File: src/design/sorted_key_index_table_top_macros.svh
// ---------------------------------------------------------------------------
// Assertion macros for the sorted key index table
// Shared property wrappers for the checks in the table modules.
// ---------------------------------------------------------------------------
`ifndef SORTED_KEY_INDEX_TABLE_TOP_MACROS_SVH
`define SORTED_KEY_INDEX_TABLE_TOP_MACROS_SVH

// implication checked every clock outside reset
`define SKIT_ASSERT_IMP(label, ante, cons, msg) \
  label: assert property (@(posedge clk) disable iff (!rst_n) (ante) |-> (cons)) \
    else $error(msg);

// next-cycle implication checked every clock outside reset
`define SKIT_ASSERT_NXT(label, ante, cons, msg) \
  label: assert property (@(posedge clk) disable iff (!rst_n) (ante) |=> (cons)) \
    else $error(msg);

`endif

File: src/design/skit_ram.sv
// ---------------------------------------------------------------------------
// Generic single-port RAM
// One write or one read per cycle, registered read data.
// ---------------------------------------------------------------------------
module skit_ram #(
  parameter int WIDTH = 8,
  parameter int DEPTH = 16
) (
  input  logic                     clk,
  input  logic                     we,
  input  logic [$clog2(DEPTH)-1:0] addr,
  input  logic [WIDTH-1:0]         wdata,
  output logic [WIDTH-1:0]         rdata
);

  logic [WIDTH-1:0] mem [DEPTH];
  logic [WIDTH-1:0] rdata_r;

  always_ff @(posedge clk) begin
    if (we) begin
      mem[addr] <= wdata;
    end
    rdata_r <= mem[addr];
  end

  assign rdata = rdata_r;

endmodule

File: config.mk
export PLATFORM = sky130hd
export DESIGN_NAME = skit_ram
export DESIGN_NICKNAME = d
export VERILOG_FILES = /design/src/design/sorted_key_index_table_top_macros.svh /design/src/design/skit_ram.sv
export SDC_FILE = /design/constraint.sdc
export NUM_CORES = 1
export LEC_CHECK = 0
export BUFFER_PORTS_ARGS = -buffer_cell sky130_fd_sc_hd__buf_4
export CAP_MARGIN = 30
export CORE_ASPECT_RATIO = 1.4
export CORE_UTILIZATION = 35
export DETAILED_ROUTE_END_ITERATION = 7
export PLACE_DENSITY = 0.64
export SLEW_MARGIN = 40
export SYNTH_ARGS = -nofsm -noshare
export SYNTH_HDL_FRONTEND = slang
export SYNTH_SLANG_ARGS = --single-unit
File: constraint.sdc
create_clock -name clk -period 2.3 [get_ports clk]
set_input_delay 0.69 -clock clk [delete_from_list [all_inputs] [get_ports clk]]
set_output_delay 0.69 -clock clk [all_outputs]
set_load 0.05 [all_outputs]
==> impl_results.html <==
<table>
<tr><th>Metric</th><th>Value</th></tr>
<tr><th colspan="2">Outcome</th></tr>
<tr><td>Status</td><td>finished, final reports clean</td></tr>
<tr><th colspan="2">Floorplan</th></tr>
<tr><td>Standard-cell rows</td><td>51</td></tr>
<tr><td>Core box area</td><td>14,040 sq um</td></tr>
<tr><td>Height of the chip</td><td>144.4 microns</td></tr>
<tr><td>I/O Pins</td><td>22</td></tr>
<tr><td>Initial core utilization</td><td>36.10%</td></tr>
<tr><td>Die Wd</td><td>103.7 microns</td></tr>
<tr><td>Die outline area</td><td>14,970 sq um</td></tr>
<tr><th colspan="2">Route</th></tr>
<tr><td>Residual DRC</td><td>0</td></tr>
<tr><td>Number of iterations in the first detailed-routing pass</td><td>4</td></tr>
<tr><td>First DRT Iteration DRCs</td><td>130</td></tr>
<tr><td>Vias</td><td>2,451</td></tr>
<tr><td>Per-cell via count in the routed design</td><td>5.023</td></tr>
<tr><td>Wirelength per Cell</td><td>20.94 microns</td></tr>
<tr><td>Routed WL</td><td>10,220 microns</td></tr>
<tr><td>Antenna violation net count after detailed routing</td><td>0</td></tr>
<tr><th colspan="2">Synth</th></tr>
<tr><td>Yosys Warn Count</td><td>0</td></tr>
<tr><td>Post-synth net total</td><td>244</td></tr>
<tr><td>Instance count of the mapped netlist</td><td>230</td></tr>
<tr><td>Average cell area after synthesis</td><td>22.03 sq um</td></tr>
<tr><td>Post-synthesis register bit count</td><td>136</td></tr>
<tr><td>Post-synthesis instance area</td><td>5067 sq um</td></tr>
<tr><td>Sequential-to-total area share from yosys stat</td><td>79.01%</td></tr>
<tr><td>Number of different library cells in the post-synthesis netlist</td><td>18</td></tr>
<tr><th colspan="2">Critical path</th></tr>
<tr><td>Worst path arrival time</td><td>2090 ps</td></tr>
<tr><td>Critical Path Sink Type</td><td>register</td></tr>
<tr><td>Kind of start point of the critical path</td><td>input port</td></tr>
<tr><td>Biggest fanout along the worst timing path</td><td>11</td></tr>
<tr><td>Reg-to-Reg Start</td><td>mem[3][4]$_DFFE_PP_</td></tr>
<tr><td>CP max-delay cell</td><td>sky130_fd_sc_hd__mux4_2</td></tr>
<tr><td>R2R Path End</td><td>rdata[4]$_DFF_P_</td></tr>
<tr><td>Worst path max stage delay</td><td>550 ps</td></tr>
<tr><td>Crit path top cell by count</td><td>sky130_fd_sc_hd__buf_4</td></tr>
<tr><td>Critical path type</td><td>input port to register</td></tr>
<tr><td>Required @ worst endpoint</td><td>2590 ps</td></tr>
<tr><td>Flop2flop setup slack</td><td>890 ps</td></tr>
<tr><td>Cells traversed along the worst timing path</td><td>buf_4, buf_4, mux4_2, a22oi_1, nand2_1</td></tr>
<tr><td>Worst reg-to-reg path cell count</td><td>3</td></tr>
<tr><th colspan="2">Run</th></tr>
<tr><td>Max cap viols</td><td>0</td></tr>
<tr><th colspan="2">STA</th></tr>
<tr><td>Worst clock skew</td><td>4.517 ps</td></tr>
<tr><td>Setup repair after global routing missed its margin</td><td>false</td></tr>
<tr><td>Minimum clock period</td><td>1791 ps</td></tr>
<tr><td>Top achievable clock speed</td><td>558.2 MHz</td></tr>
<tr><td>Total Neg Setup Slack</td><td>0 ps</td></tr>
<tr><td>Period utilization</td><td>77.89%</td></tr>
<tr><td>Slew HR</td><td>48.82%</td></tr>
<tr><td>Count of endpoints failing hold in the final timing report</td><td>0</td></tr>
<tr><td>Final slew viol count</td><td>0</td></tr>
<tr><td>Final-report setup violation count</td><td>0</td></tr>
<tr><td>Tightest Pin Transition</td><td>764.9 ps</td></tr>
<tr><th colspan="2">Power and ir drop</th></tr>
<tr><td>VDD IR max</td><td>482.2 uV</td></tr>
<tr><td>Power per cell area</td><td>894.8 nW/um^2</td></tr>
<tr><td>Leakage</td><td>2.065 nW</td></tr>
<tr><td>Total Power</td><td>0.005552 W</td></tr>
<tr><th colspan="2">Global route</th></tr>
<tr><td>First-pass GRT wire length</td><td>15,480 microns</td></tr>
<tr><td>Maximum number of pins on one net before global-route repair</td><td>20</td></tr>
<tr><td>Total congestion overflow after global routing</td><td>0</td></tr>
<tr><td>Vias in the first global route</td><td>2,683</td></tr>
<tr><td>Gr usage total</td><td>14.85%</td></tr>
<tr><td>Antenna violations before repair</td><td>0</td></tr>
<tr><th colspan="2">Clock tree</th></tr>
<tr><td>Library cell used as clock root buffer</td><td>sky130_fd_sc_hd__clkbuf_16</td></tr>
<tr><td>Max Buffers Root-to-Sink</td><td>2</td></tr>
<tr><td>Register clock-pin slew on the reported worst setup and hold paths</td><td>60 ps</td></tr>
<tr><td>Clock tree from TritonCTS</td><td>built</td></tr>
<tr><td>Clock buffers created by TritonCTS</td><td>17</td></tr>
<tr><td>Clock insertion delay at the later pin of the skew report</td><td>410 ps</td></tr>
<tr><td>Number of post-CTS setup repair buffers</td><td>0</td></tr>
<tr><td>CTS Hold Bufs</td><td>0</td></tr>
<tr><td>Level count of the clock H-tree</td><td>4</td></tr>
<tr><td>Number of clock sinks</td><td>136</td></tr>
<tr><td>Cells resized by post-CTS repair</td><td>0</td></tr>
<tr><th colspan="2">Placed design</th></tr>
<tr><td>Hpwl dp</td><td>7092 microns</td></tr>
<tr><td>Buffers on Ports</td><td>21</td></tr>
<tr><td>GP Congestion</td><td>0.8091</td></tr>
<tr><th colspan="2">Final layout</th></tr>
<tr><td>Fin util</td><td>44.20%</td></tr>
<tr><td>Most common library cell in the layout ignoring fill and taps</td><td>sky130_fd_sc_hd__edfxtp_1</td></tr>
<tr><td>Total number of nets in the final design</td><td>304</td></tr>
<tr><td>Antenna Diode Count</td><td>0</td></tr>
<tr><td>Area added between synthesis and finish</td><td>22.44%</td></tr>
<tr><td>Share of cells above drive strength 1</td><td>37.29%</td></tr>
<tr><td>Highest-count cells in the layout ignoring fill and taps</td><td>sky130_fd_sc_hd__edfxtp_1 (128), sky130_fd_sc_hd__buf_4 (49), sky130_fd_sc_hd__mux4_2 (32)</td></tr>
<tr><th colspan="2">Min path</th></tr>
<tr><td>Sink of the worst hold path</td><td>mem[13][6]$_DFFE_PP_</td></tr>
<tr><td>Worst hold stages</td><td>1</td></tr>
<tr><td>Min-Delay Startpoint</td><td>wdata[6]</td></tr>
<tr><td>Worst hold path class</td><td>input port to register</td></tr>
</table>
[metal layers]
| layer | vias to the layer above | routed length [microns] | global-route usage [%] |
|---|---|---|---|
| met3 | 23 | 467 | 4.236 |
| met5 | - | 0 | 0 |
| met2 | 80 | 5437 | 26.35 |
| met4 | 0 | 310 | 8.045 |
| met1 | 1265 | 4003 | 16.19 |
| li1 | 1083 | - | - |
[synthesized netlist by cell type, drive strengths merged]
cell      n  area share, %
or3b      1           0.17
nand2     9           0.67
dfxtp     8            3.2
and2      1           0.12
nand3b    2           0.30
a22oi    16            2.4
nor2b     2           0.25
nand2b    2           0.25
clkbuf    3           0.25
edfxtp  128             76
mux4     32             14
nor3      4           0.40
buf       8           0.94
nor2     13           0.96
nand3     1          0.099
[how the worst max path moves through the flow]
| stage | from | endpoint | slack [ps] | depth (start not counted) |
|---|---|---|---|---|
| 5_1_grt | addr[0] | rdata[7]$_DFF_P_ | 460 | 5 |
| 2_1_floorplan | addr[2] | mem[0][0]$_DFFE_PP_ | 120 | 2 |
| 3_3_place_gp | addr[0] | rdata[2]$_DFF_P_ | 70 | 5 |
| 6_report | addr[0] | rdata[7]$_DFF_P_ | 510 | 5 |
| 3_5_place_dp | addr[0] | rdata[7]$_DFF_P_ | 60 | 5 |
| 4_1_cts | addr[0] | rdata[7]$_DFF_P_ | 500 | 5 |
[sequential cells by signal (all words and copies together) (netlist names)]
signal and flops:
mem 128, rdata 8
[worst max-delay path, delay by kind of cell]
kind / cells / cell delay, ps
buf+inv: 2 / 460
simple gates: 1 / 80
mux: 1 / 550
compound gates: 1 / 300
[metrics by stage]
step / worst slack (ps) / area (sq um) / hold WS (ps) / instances
finish: 508.6 / 6205 / 590.2 / 488
global route: 461.1 / 6205 / 597.9 / 488
CTS: 502.6 / 6205 / 582.2 / 488
detailed placement: 64.19 / 5667 / 678.3 / 456
global placement: 65.04 / 5667 / 660.2 / 456
floorplan: 117.0 / 5067 / 634.9 / 230
[cells by family after synthesis]
family          share of synthesized area (%)
mux                                     14.22
simple gates                            3.210
flops                                   79.01
compound gates                          2.370
buf+inv                                 1.185
[layout make-up]
cell class	count	area, sq um
flip-flops and latches	136	4004
clock buffers	17	425.4
well taps	185	231.5
fillers	1199	7834
clock inverters	15	112.6
repair buffers	52	427.9
multi-input cells	83	1003
[report_power, final]
part           total [W]  internal [W]  switching, W
clock            0.00241       0.00146      0.000955
sequential       0.00279       0.00277     0.0000162
combinational   0.000350      0.000139      0.000211
Power figures use the tool's default switching activity.
