## src/design/sorted_key_index_table_top_macros.svh

```systemverilog
// ---------------------------------------------------------------------------
// Assertion macros for the sorted key index table
// Shared property wrappers for the checks in the table modules.
// ---------------------------------------------------------------------------
`ifndef SORTED_KEY_INDEX_TABLE_TOP_MACROS_SVH
`define SORTED_KEY_INDEX_TABLE_TOP_MACROS_SVH

// implication checked every clock outside reset
`define SKIT_ASSERT_IMP(label, ante, cons, msg) \
  label: assert property (@(posedge clk) disable iff (!rst_n) (ante) |-> (cons)) \
    else $error(msg);

// next-cycle implication checked every clock outside reset
`define SKIT_ASSERT_NXT(label, ante, cons, msg) \
  label: assert property (@(posedge clk) disable iff (!rst_n) (ante) |=> (cons)) \
    else $error(msg);

`endif

```

## src/design/skit_pkg.sv

```systemverilog
// ---------------------------------------------------------------------------
// Sorted key index table package
// Sizes, codes, state encoding and the compare function.
// ---------------------------------------------------------------------------
package skit_pkg;

  localparam int TABLE_DEPTH = 128;
  localparam int ADDR_BITS   = 16;
  localparam int IDX_W       = $clog2(TABLE_DEPTH);
  localparam int CNT_W       = $clog2(TABLE_DEPTH + 1);
  localparam int KEY_W       = 112;
  localparam int HALF_W      = 56;
  localparam int ENTRY_W     = KEY_W + ADDR_BITS;

  typedef enum logic [1:0] {
    OP_INSERT = 2'd0,
    OP_LOOKUP = 2'd1,
    OP_DELETE = 2'd2,
    OP_READ   = 2'd3
  } op_t;

  typedef enum logic [2:0] {
    ST_OK       = 3'd0,
    ST_NOTFOUND = 3'd1,
    ST_DUP      = 3'd2,
    ST_FULL     = 3'd3,
    ST_RANGE    = 3'd4
  } status_t;

  typedef enum logic [3:0] {
    S_IDLE,
    S_SRCH,
    S_SWAIT,
    S_SCMP,
    S_DECIDE,
    S_INS_RD,
    S_INS_WR,
    S_DEL_RD,
    S_DEL_WR,
    S_RD_WAIT,
    S_RD_DONE,
    S_OUT
  } state_t;

  // compare result of the shared comparator
  typedef struct packed {
    logic eq;
    logic gt;
  } cmp_t;

  function automatic cmp_t key_compare(input logic [KEY_W-1:0] a,
                                       input logic [KEY_W-1:0] b);
    cmp_t c;
    c.eq = (a == b);
    c.gt = (a > b);
    return c;
  endfunction

endpackage

```

## src/design/skit_seq.sv

```systemverilog
// ---------------------------------------------------------------------------
// Sorted key index table sequencer
// Binary search with one shared comparator, then entry shift by sweep.
// ---------------------------------------------------------------------------
`include "sorted_key_index_table_top_macros.svh"

module skit_seq (
  input  logic                           clk,
  input  logic                           rst_n,
  input  logic                           start,
  input  skit_pkg::op_t                  op,
  input  logic [skit_pkg::KEY_W-1:0]     key,
  input  logic [skit_pkg::ADDR_BITS-1:0] addr_in,
  input  logic [6:0]                     rd_pos,
  input  logic                           res_taken,
  output logic                           busy,
  output logic                           res_valid,
  output skit_pkg::status_t              res_status,
  output logic [skit_pkg::IDX_W-1:0]     res_pos,
  output logic [skit_pkg::ADDR_BITS-1:0] res_addr,
  output logic [skit_pkg::KEY_W-1:0]     res_key,
  output logic [skit_pkg::CNT_W-1:0]     res_count,
  output logic                           ram_we,
  output logic [skit_pkg::IDX_W-1:0]     ram_addr,
  output logic [skit_pkg::ENTRY_W-1:0]   ram_wdata,
  input  logic [skit_pkg::ENTRY_W-1:0]   ram_rdata
);
  import skit_pkg::*;

  state_t               state_r, state_nxt;
  logic [CNT_W-1:0]     count_r, count_nxt;
  logic [CNT_W-1:0]     lo_r, lo_nxt, hi_r, hi_nxt;
  logic [CNT_W-1:0]     j_r, j_nxt;
  logic                 hit_r, hit_nxt;
  logic [ADDR_BITS-1:0] faddr_r, faddr_nxt;
  logic [KEY_W-1:0]     fkey_r, fkey_nxt;
  status_t              st_r, st_nxt;
  logic [CNT_W-1:0]     pos_r, pos_nxt;
  op_t                  op_r;
  logic [KEY_W-1:0]     key_r;
  logic [ADDR_BITS-1:0] addr_r;
  logic [6:0]           rdp_r;
  logic [CNT_W-1:0]     mid;
  cmp_t                 cmp;

  assign mid = lo_r + ((hi_r - lo_r) >> 1);
  assign cmp = key_compare(key_r, ram_rdata[ENTRY_W-1:ADDR_BITS]);

  always_ff @(posedge clk) begin
    if (!rst_n) begin
      state_r <= S_IDLE;
      count_r <= '0;
    end else begin
      state_r <= state_nxt;
      count_r <= count_nxt;
    end
    lo_r <= lo_nxt;
    hi_r <= hi_nxt;
    j_r <= j_nxt;
    hit_r <= hit_nxt;
    faddr_r <= faddr_nxt;
    fkey_r <= fkey_nxt;
    st_r <= st_nxt;
    pos_r <= pos_nxt;
    if (start) begin
      op_r <= op;
      key_r <= key;
      addr_r <= addr_in;
      rdp_r <= rd_pos;
    end
  end

  always_comb begin
    state_nxt = state_r;
    count_nxt = count_r;
    lo_nxt = lo_r;
    hi_nxt = hi_r;
    j_nxt = j_r;
    hit_nxt = hit_r;
    faddr_nxt = faddr_r;
    fkey_nxt = fkey_r;
    st_nxt = st_r;
    pos_nxt = pos_r;
    ram_we = 1'b0;
    ram_addr = mid[IDX_W-1:0];
    ram_wdata = ram_rdata;
    case (state_r)
      S_IDLE: begin
        if (start) begin
          lo_nxt = '0;
          hi_nxt = count_r;
          hit_nxt = 1'b0;
          faddr_nxt = '0;
          fkey_nxt = '0;
          st_nxt = ST_OK;
          pos_nxt = '0;
          state_nxt = (op == OP_READ) ? S_RD_WAIT : S_SRCH;
        end
      end
      S_SRCH: begin
        if (lo_r < hi_r) begin
          state_nxt = S_SWAIT;
        end else begin
          state_nxt = S_DECIDE;
        end
      end
      S_SWAIT: state_nxt = S_SCMP;
      S_SCMP: begin
        if (cmp.eq) begin
          hit_nxt = 1'b1;
          lo_nxt = mid;
          faddr_nxt = ram_rdata[ADDR_BITS-1:0];
          state_nxt = S_DECIDE;
        end else begin
          if (cmp.gt) lo_nxt = mid + 1'b1;
          else hi_nxt = mid;
          state_nxt = S_SRCH;
        end
      end
      S_DECIDE: begin
        pos_nxt = lo_r;
        j_nxt = count_r;
        case (op_r)
          OP_INSERT: begin
            if (hit_r) begin
              st_nxt = ST_DUP;
              state_nxt = S_OUT;
            end else if (count_r >= CNT_W'(TABLE_DEPTH)) begin
              st_nxt = ST_FULL;
              pos_nxt = '0;
              state_nxt = S_OUT;
            end else begin
              state_nxt = S_INS_RD;
            end
          end
          OP_DELETE: begin
            if (hit_r) begin
              j_nxt = lo_r;
              state_nxt = S_DEL_RD;
            end else begin
              st_nxt = ST_NOTFOUND;
              pos_nxt = '0;
              state_nxt = S_OUT;
            end
          end
          default: begin
            if (!hit_r) begin
              st_nxt = ST_NOTFOUND;
              pos_nxt = '0;
            end
            state_nxt = S_OUT;
          end
        endcase
      end
      S_INS_RD: begin
        // move entry j-1 up to j, down to the insertion point
        if (j_r > lo_r) begin
          ram_addr = IDX_W'(j_r - 1'b1);
          state_nxt = S_INS_WR;
        end else begin
          ram_we = 1'b1;
          ram_addr = lo_r[IDX_W-1:0];
          ram_wdata = {key_r, addr_r};
          count_nxt = count_r + 1'b1;
          state_nxt = S_OUT;
        end
      end
      S_INS_WR: begin
        ram_we = 1'b1;
        ram_addr = j_r[IDX_W-1:0];
        j_nxt = j_r - 1'b1;
        state_nxt = S_INS_RD;
      end
      S_DEL_RD: begin
        if (j_r + 1'b1 < count_r) begin
          ram_addr = IDX_W'(j_r + 1'b1);
          state_nxt = S_DEL_WR;
        end else begin
          count_nxt = count_r - 1'b1;
          state_nxt = S_OUT;
        end
      end
      S_DEL_WR: begin
        ram_we = 1'b1;
        ram_addr = j_r[IDX_W-1:0];
        j_nxt = j_r + 1'b1;
        state_nxt = S_DEL_RD;
      end
      S_RD_WAIT: begin
        ram_addr = rdp_r[IDX_W-1:0];
        if (CNT_W'(rdp_r) >= count_r) begin
          st_nxt = ST_RANGE;
          state_nxt = S_OUT;
        end else begin
          pos_nxt = CNT_W'(rdp_r);
          state_nxt = S_RD_DONE;
        end
      end
      S_RD_DONE: begin
        faddr_nxt = ram_rdata[ADDR_BITS-1:0];
        fkey_nxt = ram_rdata[ENTRY_W-1:ADDR_BITS];
        state_nxt = S_OUT;
      end
      S_OUT: begin
        if (res_taken) state_nxt = S_IDLE;
      end
      default: state_nxt = S_IDLE;
    endcase
  end

  assign busy = (state_r != S_IDLE);
  assign res_valid = (state_r == S_OUT);
  assign res_status = st_r;
  assign res_pos = pos_r[IDX_W-1:0];
  assign res_addr = faddr_r;
  assign res_key = fkey_r;
  assign res_count = count_r;

  `SKIT_ASSERT_IMP(a_count_range, 1'b1, count_r <= CNT_W'(TABLE_DEPTH), "count past depth")
  `SKIT_ASSERT_IMP(a_lo_hi, state_r == S_SRCH, lo_r <= hi_r, "search bounds crossed")
  `SKIT_ASSERT_NXT(a_res_hold, res_valid && !res_taken, res_valid && $stable(st_r),
                   "result dropped")
  `SKIT_ASSERT_IMP(a_no_wr_idle, state_r == S_IDLE, !ram_we, "store written while idle")

endmodule

```

## config.mk

```make
export PLATFORM = sky130hd
export DESIGN_NAME = skit_seq
export DESIGN_NICKNAME = d
export VERILOG_FILES = /design/src/design/skit_pkg.sv /design/src/design/skit_seq.sv
export VERILOG_INCLUDE_DIRS = /design/src /design/src/design
export SDC_FILE = /design/constraint.sdc
export NUM_CORES = 1
export LEC_CHECK = 0
export BUFFER_PORTS_ARGS = -buffer_cell sky130_fd_sc_hd__buf_2
export CORE_AREA = 2 2 213 215
export DETAILED_ROUTE_END_ITERATION = 8
export DIE_AREA = 0 0 215 217
export GPL_TIMING_DRIVEN = 0
export PLACE_DENSITY = 0.7
export SLEW_MARGIN = 20
export SYNTH_ARGS = -nofsm -noshare
export SYNTH_HDL_FRONTEND = slang
export SYNTH_SLANG_ARGS = --single-unit
```

## constraint.sdc

```tcl
create_clock -name clk -period 5.1 [get_ports clk]
set_input_delay 1.02 -clock clk [delete_from_list [all_inputs] [get_ports clk]]
set_output_delay 1.02 -clock clk [all_outputs]
set_load 0.01 [all_outputs]
```

==> results_dict.tcl, run 1 <==
set metrics [dict create \
    nNetsFinal 2635 \
    max_cap_violations 0 \
    cts-root-buf "clkbuf_16" \
    finalPower_uw 11200 \
    hold_class "register to register" \
    cp_data_required_time_ns 4.08 \
    synth_fp_nets 2029 \
    gp_congestion 0.949 \
    synth_mux_area_share_pct 0.605 \
    clk_latency_ns 0.56 \
    avgSynthCellArea_sq_um 10.6 \
    synth_compound_area_share_pct 12.6 \
    status "finished clean" \
    tightest_slew_ns 1.13 \
    core_sq_um 44700 \
    firstDrtPassIters 8 \
    cts_buffers 38 \
    synth_ff_type "edfxtp_1" \
    cts.htree.levels 2 \
    drive_gt1_share_pct 30.3 \
    track_usage_pct 25.1 \
    cts_max_path_buffers 3 \
    synth_seq_area_share_pct 54.5 \
    synth-simple-area-share_pct 13.5 \
    worstSetupEndpointType "output port" \
    ios 553 \
    drt_first_iter_violations 1115 \
    antenna_found_initial 15 \
    die_w_um 215 \
    synth_top_family_by_area "simple AND/OR/NAND/NOR gates" \
    synth_edf_count 300 \
    antenna_left 0 \
    wl_per_cell_um 21.3 \
    ys_warn_count 0 \
    synth_xor_area_share_pct 1.76 \
    synth.top_cell.area_share_pct 53.1 \
    fmax_ghz 0.201 \
    synth.area.top_cells "edfxtp_1, ha_1, nand2_1, o21ai_0, nor2_1" \
    clkSlewWorstSetupHoldPaths_ns 0.06 \
    fin_crit_ns 4.96 \
    hold_viol 0 \
    grt_max_degree 73 \
    startpoint_type "register" \
    die_h_um 217 \
    finClkSkew_ns 0.0192 \
    grt-ovfl-total 0 \
    synth_most_common_cell "edfxtp_1" \
    cp_max_fo 10 \
    slowest_delay_ns 0.45 \
    dieArea_sq_um 46700 \
    syn2layout_area_growth_pct 29.5 \
    cp_common_cell "buf_2" \
    arrival_ns 3.94 \
    synthesis.area_sq_um 17000 \
    grt_pass1_wl_um 89500 \
    synth.ff_latch_count 312 \
    yosys.area_share.adder_pct 12.1 \
    synthArstFlopShare_pct 0 \
    io_buffers 552 \
    period_share_pct 97.3 \
    cts_tree "built" \
    start_util_pct 38.0 \
    peakVddDrop_uv 478 \
    dpl.hpwl_um 47300 \
    fillers 4171 \
    path_cells "inv_1, ha_1, a21o_1, a221o_1, a221oi_2, a31oi_4, nor2_4, buf_4, buf_2, nand2_1, o21ai_0, buf_2" \
    drt_wl_total_um 60400 \
    power_density_nw_per_um2 511 \
    slew_violations 0 \
    whs_ns 0.602 \
    cellLeakagePower_uw 0.00983 \
    num_vias 14800 \
    slew_headroom_pct 23.4 \
    syn_inst 1598 \
    synth_area_leader_cell "edfxtp_1" \
    num_rows 78 \
    cp_slowest_cell "edfxtp_1" \
    grt_pass1_vias 15100 \
    drc_errors 0 \
    yosysUniqueCellTypes 71 \
    synth_commonest_cells "edfxtp_1, nand2_1, nor2_1" \
    setup_violations 0 \
    path_class "register to output port" \
    cts.sinks 312 \
    via_per_inst 5.22 \
]
flip-flops by register name (all words and copies together), names as in the netlist:
register / cells
j_r: 8
op_r: 2
res_key: 112
state_r: 4
res_addr: 16
pos_r: 7
key_r: 112
res_count: 8
hit_r: 1
rdp_r: 7
hi_r: 8
res_status: 3
lo_r: 8
addr_r: 16
report_power, final:
part,switching (uW),leakage [uW],internal (uW),total [uW]
registers,225,0.00303,3530,3760
logic,2970,0.00621,1780,4750
clock network,1150,0.000594,1580,2730
layout make-up:
type,instances,area (sq um),share of cell area [%]
clock inverter,27,259,1.18
timing repair buffer,567,2930,13.3
multi-input combinational,1075,6950,31.6
clock buffer,43,970,4.41
antenna,9,22.5,0.102
tap,600,751,3.42
buffer,58,270,1.23
inverter,152,571,2.60
sequential,312,9250,42.1
repair_timing:
action                                  4_1_cts  5_1_grt
pin swaps                                     2        7
setup buffers                                 2       10
hold buffers                                  0        0
endpoints found under the hold margin         0        0
resized for setup                             6       12
endpoints found under the setup margin       12        8
layer usage:
metal	up-vias	global-route usage (%)	share of wire [%]
li1	6950	-	-
met1	7085	31.9	41
met2	673	42.3	48
met3	129	5.87	7.8
met4	10	8.71	3.4
met5	-	0	0.094
through the flow:
stage                     setup TNS, ns  instance area, sq um  worst slack (ns)  utilization, %  cells
after floorplan                       0                 17000             0.800               -   1598
after global placement          -460.67                 20500             -3.90            45.8   2750
after detailed placement         -0.993                 20600            -0.124            46.0   2753
after CTS                             0                 21800           0.00990            48.9   2825
after global routing            -0.0881                 22000           -0.0531            49.1   2839
final                                 0                 22000             0.136            49.2   2843
final timing paths:
path,slack [ns],cells after the start,to,startpoint
setup / recovery,0.14,12,ram_wdata[74],lo_r[2]$_SDFFCE_PN0P_
hold / removal,0.60,2,res_count[1]$_SDFFE_PN0P_,res_count[1]$_SDFFE_PN0P_
setup reg to reg,0.92,8,lo_r[5]$_SDFFCE_PN0P_,key_r[108]$_DFFE_PP_
hold reg to reg,0.60,2,res_count[1]$_SDFFE_PN0P_,res_count[1]$_SDFFE_PN0P_
placed cells by master, fill, tap and decap left out, drive strengths merged, types with 4 or more instances in the layout:
cell / Yosys / layout
bufinv: 0 / 4
inv: 151 / 153
a21oi: 69 / 69
a221o: 5 / 5
nand2b: 11 / 11
o22ai: 5 / 5
nand3: 23 / 23
and2: 4 / 4
nor4: 9 / 9
clkinvlp: 0 / 4
a31oi: 7 / 7
o21ai: 150 / 150
and4: 4 / 4
dfxtp: 12 / 12
nor2b: 21 / 21
a21boi: 5 / 5
a22oi: 7 / 7
o21a: 7 / 7
a21o: 30 / 30
buf: 26 / 594
nor3: 20 / 20
nor2: 176 / 176
xnor2: 22 / 22
ha: 159 / 159
o211ai: 6 / 6
nand4: 30 / 30
edfxtp: 300 / 300
nand3b: 4 / 4
nand2: 214 / 214
a221oi: 5 / 5
a211oi: 5 / 5
a222oi: 5 / 5
clkbuf: 33 / 74
mux2i: 8 / 8
diode: 0 / 9
a22o: 8 / 8
xor2: 12 / 12
clkinv: 1 / 18
worst max-delay path: cells and delay by family (launching register included):
kind	cells	cell delay, ns
compound gates	5	1.30
buf+inv	4	0.98
flops	1	0.45
fa+ha+maj	1	0.27
simple gates	2	0.37
logic make-up after synthesis:
kind of cell	Yosys count
compound gates	344
xor+xnor	34
fa+ha+maj	162
buf+inv	211
flops	312
mux	10
simple gates	525
Power figures use the tool's default switching activity.
==> run 2, diff against run 1 <==
ABC_AREA = 1   (was not set)
CORE_AREA = 2 2 214 216   (was 2 2 213 215)
DIE_AREA = 0 0 216 218   (was 0 0 215 217)
SKIP_CTS_REPAIR_TIMING = 1   (was not set)
==> results_dict.tcl, run 2 <==
set metrics [dict create \
    grt_pass1_vias 15400 \
    cp.buffers_inverters 3 \
    fin_crit_ns 4.90 \
    tightest_slew_ns 1.03 \
    synth_most_common_cell "nand2_1" \
    die_h_um 218 \
    dp_cells 2982 \
    num_vias 15400 \
    wl_per_cell_um 19.3 \
    nNetsFinal 2858 \
    synth.top_cell.area_share_pct 52.4 \
    cellLeakagePower_uw 0.0105 \
    final_common_cell "buf_2" \
    final_cells 3059 \
    seqPwrFrac_pct 33.6 \
    clk_latency_ns 0.55 \
    cts.htree.levels 2 \
    track_usage_pct 24.4 \
    synth.area.top_cells "edfxtp_1, ha_1, nand2_1, inv_1, o21ai_0" \
    pwr-share-comb_pct 44.5 \
    path_class "register to output port" \
    synth_fp_nets 2257 \
    min-delay-start "res_count[4]$_SDFFE_PN0P_" \
    synth.ff_latch_count 312 \
    synth_ff_type "edfxtp_1" \
    clkSlewWorstSetupHoldPaths_ns 0.06 \
    ios 553 \
    setup_violations 0 \
    start_util_pct 38.3 \
    max_cap_violations 0 \
    grt_pass1_wl_um 87400 \
    ys_warn_count 0 \
    min_to "res_count[4]$_SDFFE_PN0P_" \
    synth_edf_count 300 \
    critical-path-top-delay-family "adder cells" \
    finalPower_uw 11600 \
    die_w_um 216 \
    drt_first_iter_violations 1056 \
    r2r-end "lo_r[5]$_SDFFCE_PN0P_" \
    worstSetupEndpointType "output port" \
    min_path_cells 2 \
    ff2ff_setup_slack_ns 1.50 \
    power.share.switching_pct 41.4 \
    drt_wl_total_um 59100 \
    gp_congestion 0.976 \
    yosysUniqueCellTypes 41 \
    cp_data_required_time_ns 4.08 \
    io_buffers 552 \
    antenna_left 0 \
    antenna_found_initial 6 \
    avgSynthCellArea_sq_um 9.41 \
    rr_worst_depth 14 \
    clock_power_share_pct 21.9 \
    startpoint_type "register" \
    power_density_nw_per_um2 526 \
    num_rows 78 \
    cp_max_fo 5 \
    firstDrtPassIters 5 \
    dieArea_sq_um 47100 \
    reg2reg_from "lo_r[2]$_SDFFCE_PN0P_" \
    synthArstFlopShare_pct 0 \
    cts_tree "built" \
    syn_inst 1826 \
    dpl.hpwl_um 46900 \
    synth_seq_area_share_pct 53.8 \
    cts-root-buf "clkbuf_16" \
    period_share_pct 96.0 \
    fmax_ghz 0.204 \
    synth_area_leader_cell "edfxtp_1" \
    status "finished clean" \
    cp_common_cell "nand3_1" \
    cts_max_path_buffers 3 \
    syn2layout_area_growth_pct 28.1 \
    power.internal_uw 6780 \
    slew_violations 0 \
    synthesis.area_sq_um 17200 \
    grt-ovfl-total 0 \
    hold_class "register to register" \
    cp_slowest_cell "fa_1" \
    final_cell_mix "buf_2, nand2_1, edfxtp_1" \
    p_switching_uw 4790 \
    arrival_ns 3.88 \
    drc_errors 0 \
    peakVddDrop_uv 380 \
    finClkSkew_ns 0.0160 \
    synth_commonest_cells "nand2_1, edfxtp_1, inv_1" \
    slowest_delay_ns 0.48 \
    drive_gt1_share_pct 26.9 \
    hold_viol 0 \
    via_per_inst 5.04 \
    whs_ns 0.607 \
    path_cells "inv_1, fa_1, nand3_1, nand3_1, a31oi_1, xor2_1, inv_1, ha_1, a21oi_1, nand3_1, nand2_1, nand2_1, o221ai_1, buf_2" \
    cts_buffers 38 \
    grt_max_degree 96 \
    core_sq_um 44900 \
    cts.sinks 312 \
    slew_headroom_pct 31.6 \
]
[run 2: cell count changes after synthesis, sizes merged, moves of 9 or more]
cell	previous run	this run
nand2	214	418
inv	151	255
nor2	176	215
a21oi	69	102
o21ai	150	183
a21o	30	5
nor2b	21	0
xnor2	22	5
clkbuf	33	18
nand4	30	16
nand3	23	36
nand2b	11	0
nor3	20	11
[run 2: worst max-delay path by stage]
stage / from / slack (ns) / cells past startpoint / to
3_5_place_dp: lo_r[1]$_SDFFCE_PN0P_ / 0.75 / 14 / ram_addr[6]
4_1_cts: lo_r[1]$_SDFFCE_PN0P_ / 0.13 / 14 / ram_addr[6]
3_3_place_gp: start / -3.62 / 3 / res_key[25]$_SDFFCE_PN0P_
6_report: lo_r[1]$_SDFFCE_PN0P_ / 0.20 / 14 / ram_addr[6]
2_1_floorplan: state_r[0]$_SDFFE_PN0P_ / 0.97 / 7 / res_key[0]$_SDFFCE_PN0P_
5_1_grt: lo_r[1]$_SDFFCE_PN0P_ / -0.005 / 14 / ram_addr[6]
[run 2: routing by layer]
layer	wire length (um)	part of all wire, %	GRT usage, %
met3	4750	8.0	5.68
met4	2070	3.5	9.20
met2	28700	49	41.9
met1	23600	40	29.8
met5	21	0.036	0
[run 2: final cells by class]
cell class,instances,area (sq um)
diodes,5,12.5
plain buffers,47,244
clock buffers,45,998
clock inverters,22,145
fillers,4223,22900
inverters,256,961
multi-input cells,1211,6750
flip-flops and latches,312,9250
well taps,600,751
repair buffers,561,2900
[run 2: cell families after synthesis]
logic type / Yosys count / share of synthesized area, %
fa+ha+maj: 162 / 11.9
xor+xnor: 22 / 1.12
compound gates: 323 / 9.95
flops: 312 / 53.8
buf+inv: 303 / 7.01
simple gates: 704 / 16.2
[run 2: stage by stage]
step / cell area (sq um) / util, % / setup slack (ns) / setup TNS (ns)
global route: 22000 / 49.0 / -0.00538 / -0.00538
finish: 22000 / 49.0 / 0.203 / 0
CTS: 22000 / 48.9 / 0.132 / 0
detailed placement: 20800 / 46.4 / 0.752 / 0
floorplan: 17200 / - / 0.966 / 0
global placement: 20700 / 46.1 / -3.62 / -420.00
[run 2: worst min-delay path, delay by kind of cell (launching register included)]
kind           cells  cell delay, ns
AO/OA/AOI/OAI      2            0.21
flip-flops         1            0.35
[run 2: power groups by stage]
stage          Clock, uW  Combinational, uW  Sequential (uW)
2_1_floorplan          0               2820             4130
3_3_place_gp           0               4850             4010
3_5_place_dp           0               5060             3930
4_1_cts             2600               5080             3890
5_1_grt             2670               5630             3940
6_report            2540               5150             3880
==> run 3, diff against run 2 <==
CELL_PAD_IN_SITES_DETAIL_PLACEMENT = 0   (was not set)
CELL_PAD_IN_SITES_GLOBAL_PLACEMENT = 1   (was not set)
CORE_AREA = 2 2 213 215   (was 2 2 214 216)
CTS_BUF_LIST = sky130_fd_sc_hd__clkbuf_4 sky130_fd_sc_hd__clkbuf_8   (was not set)
DIE_AREA = 0 0 215 217   (was 0 0 216 218)
PLACE_DENSITY = 0.89   (was 0.7)
==> results_dict.tcl, run 3 (same netlist as run 2, synthesis figures left out) <==
set metrics [dict create \
    max_cap_violations 0 \
    cp_data_required_time_ns 4.08 \
    io_buffers 552 \
    fin_crit_ns 4.95 \
    hold_class "primary input to register" \
    syn2layout_area_growth_pct 27.8 \
    slew_violations 0 \
    dieArea_sq_um 46700 \
    cts_tree "built" \
    power_density_nw_per_um2 520 \
    placed_area_sq_um 20800 \
    num_rows 78 \
    gp_congestion 0.929 \
    antenna_left 0 \
    cts-root-buf "clkbuf_8" \
    power.internal_uw 6670 \
    clk_latency_ns 0.65 \
    peakVddDrop_uv 295 \
    reg2reg_from "state_r[0]$_SDFFE_PN0P_" \
    cellLeakagePower_uw 0.0105 \
    whs_ns 0.546 \
    setup_violations 0 \
    pwr-share-comb_pct 44.3 \
    drt_first_iter_violations 1163 \
    fmax_ghz 0.202 \
    die_w_um 215 \
    endpoint "ram_addr[6]" \
    r2r-end "res_key[6]$_SDFFCE_PN0P_" \
    ff2ff_setup_slack_ns 1.65 \
    firstDrtPassIters 8 \
    min-delay-start "key[63]" \
    track_usage_pct 25.0 \
    seq_area_sq_um 9250 \
    startpoint "lo_r[0]$_SDFFCE_PN0P_" \
    nNetsFinal 2873 \
    worstSetupEndpointType "output port" \
    seqPwrFrac_pct 34.0 \
    drive_gt1_share_pct 28.0 \
    via_per_inst 4.98 \
    grt_pass1_vias 15400 \
    finClkSkew_ns 0.0430 \
    num_vias 15400 \
    hold_viol 0 \
    fillers 4305 \
    cts.htree.levels 2 \
    status "finished clean" \
    drt_wl_total_um 59900 \
    grt_max_degree 74 \
    grt_pass1_wl_um 88700 \
    grt_setup_unrepaired "yes" \
    cts_max_path_buffers 3 \
    tightest_slew_ns 1.03 \
    period_share_pct 97.0 \
    cts_buffers 57 \
    slew_headroom_pct 31.4 \
    clock_power_share_pct 21.7 \
    final_common_cell "buf_2" \
    wl_per_cell_um 19.4 \
    drc_errors 0 \
    finalPower_uw 11400 \
    startpoint_type "register" \
    clkSlewWorstSetupHoldPaths_ns 0.06 \
    path_class "register to output port" \
    core_sq_um 44700 \
    design_area_sq_um 22000 \
    antenna_found_initial 10 \
    p_switching_uw 4760 \
    power.share.switching_pct 41.6 \
    ios 553 \
    final_cell_mix "buf_2, nand2_1, edfxtp_1" \
    die_h_um 217 \
    grt-ovfl-total 0 \
    start_util_pct 38.5 \
    multiInputGateArea_sq_um 6750 \
    rr_worst_depth 8 \
    cts.sinks 312 \
    dpl.hpwl_um 47400 \
    cp_max_fo 5 \
    arrival_ns 3.93 \
]
## run 3: changes by cell type in the layout (fill, tap and decap cells not counted), sizes merged
cell,before,now
inv,256,257
clkinv,16,19
buf,590,586
clkinvlp,5,2
bufinv,1,4
clkbuf,63,90
## run 3: cell type report
| type | count | share of cell area [%] |
|---|---|---|
| inverters | 256 | 4.37 |
| well taps | 600 | 3.42 |
| diodes | 5 | 0.0570 |
| repair buffers | 557 | 13.0 |
| multi-input cells | 1211 | 30.7 |
| clock inverters | 26 | 1.07 |
| plain buffers | 47 | 1.11 |
| flip-flops and latches | 312 | 42.1 |
| clock buffers | 72 | 4.11 |
## run 3: worst min path at each step
stage | to | slack (ns) | cells after the start
5_1_grt | key_r[107]$_DFFE_PP_ | 0.50 | 1
6_report | key_r[63]$_DFFE_PP_ | 0.55 | 1
3_5_place_dp | res_count[7]$_SDFFE_PN0P_ | 0.53 | 2
4_1_cts | key_r[107]$_DFFE_PP_ | 0.48 | 1
2_1_floorplan | res_count[7]$_SDFFE_PN0P_ | 0.52 | 2
3_3_place_gp | res_count[7]$_SDFFE_PN0P_ | 0.53 | 2
## run 3: through the flow
step	worst slack, ns	TNS [ns]	utilization, %	instances
after detailed placement	0.801	0	46.5	2982
after floorplan	0.966	0	-	1826
final	0.154	0	49.1	3086
after global routing	-0.0616	-0.0616	49.1	3086
after CTS	0.0731	0	49.1	3080
after global placement	-3.52	-408.93	46.3	2978
## run 3: critical path: stages, from the launching register on
cell	delay, ns
edfxtp_1	0.48
ha_1	0.20
inv_1	0.06
fa_1	0.40
nand3_1	0.11
nand3_1	0.14
a31oi_1	0.21
xor2_1	0.21
inv_1	0.06
ha_1	0.33
a21oi_1	0.26
nand3_1	0.14
nand2_1	0.09
nand2_1	0.13
o221ai_1	0.28
buf_2	0.19
## run 3: power groups by stage
stage / clock network, uW / logic (uW) / registers, uW
finish: 2480 / 5060 / 3880
global route: 2630 / 5620 / 3940
CTS: 2540 / 5040 / 3890
detailed placement: 0 / 5010 / 3930
global placement: 0 / 4870 / 4000
floorplan: 0 / 2820 / 4130
## run 3: layer usage
metal	vias to the layer above	track usage (%)	wire length, um
met4	8	10.4	2240
met1	7191	30.6	24300
met2	638	42.5	28900
li1	7389	-	-
met5	-	0	64
met3	135	5.91	4410
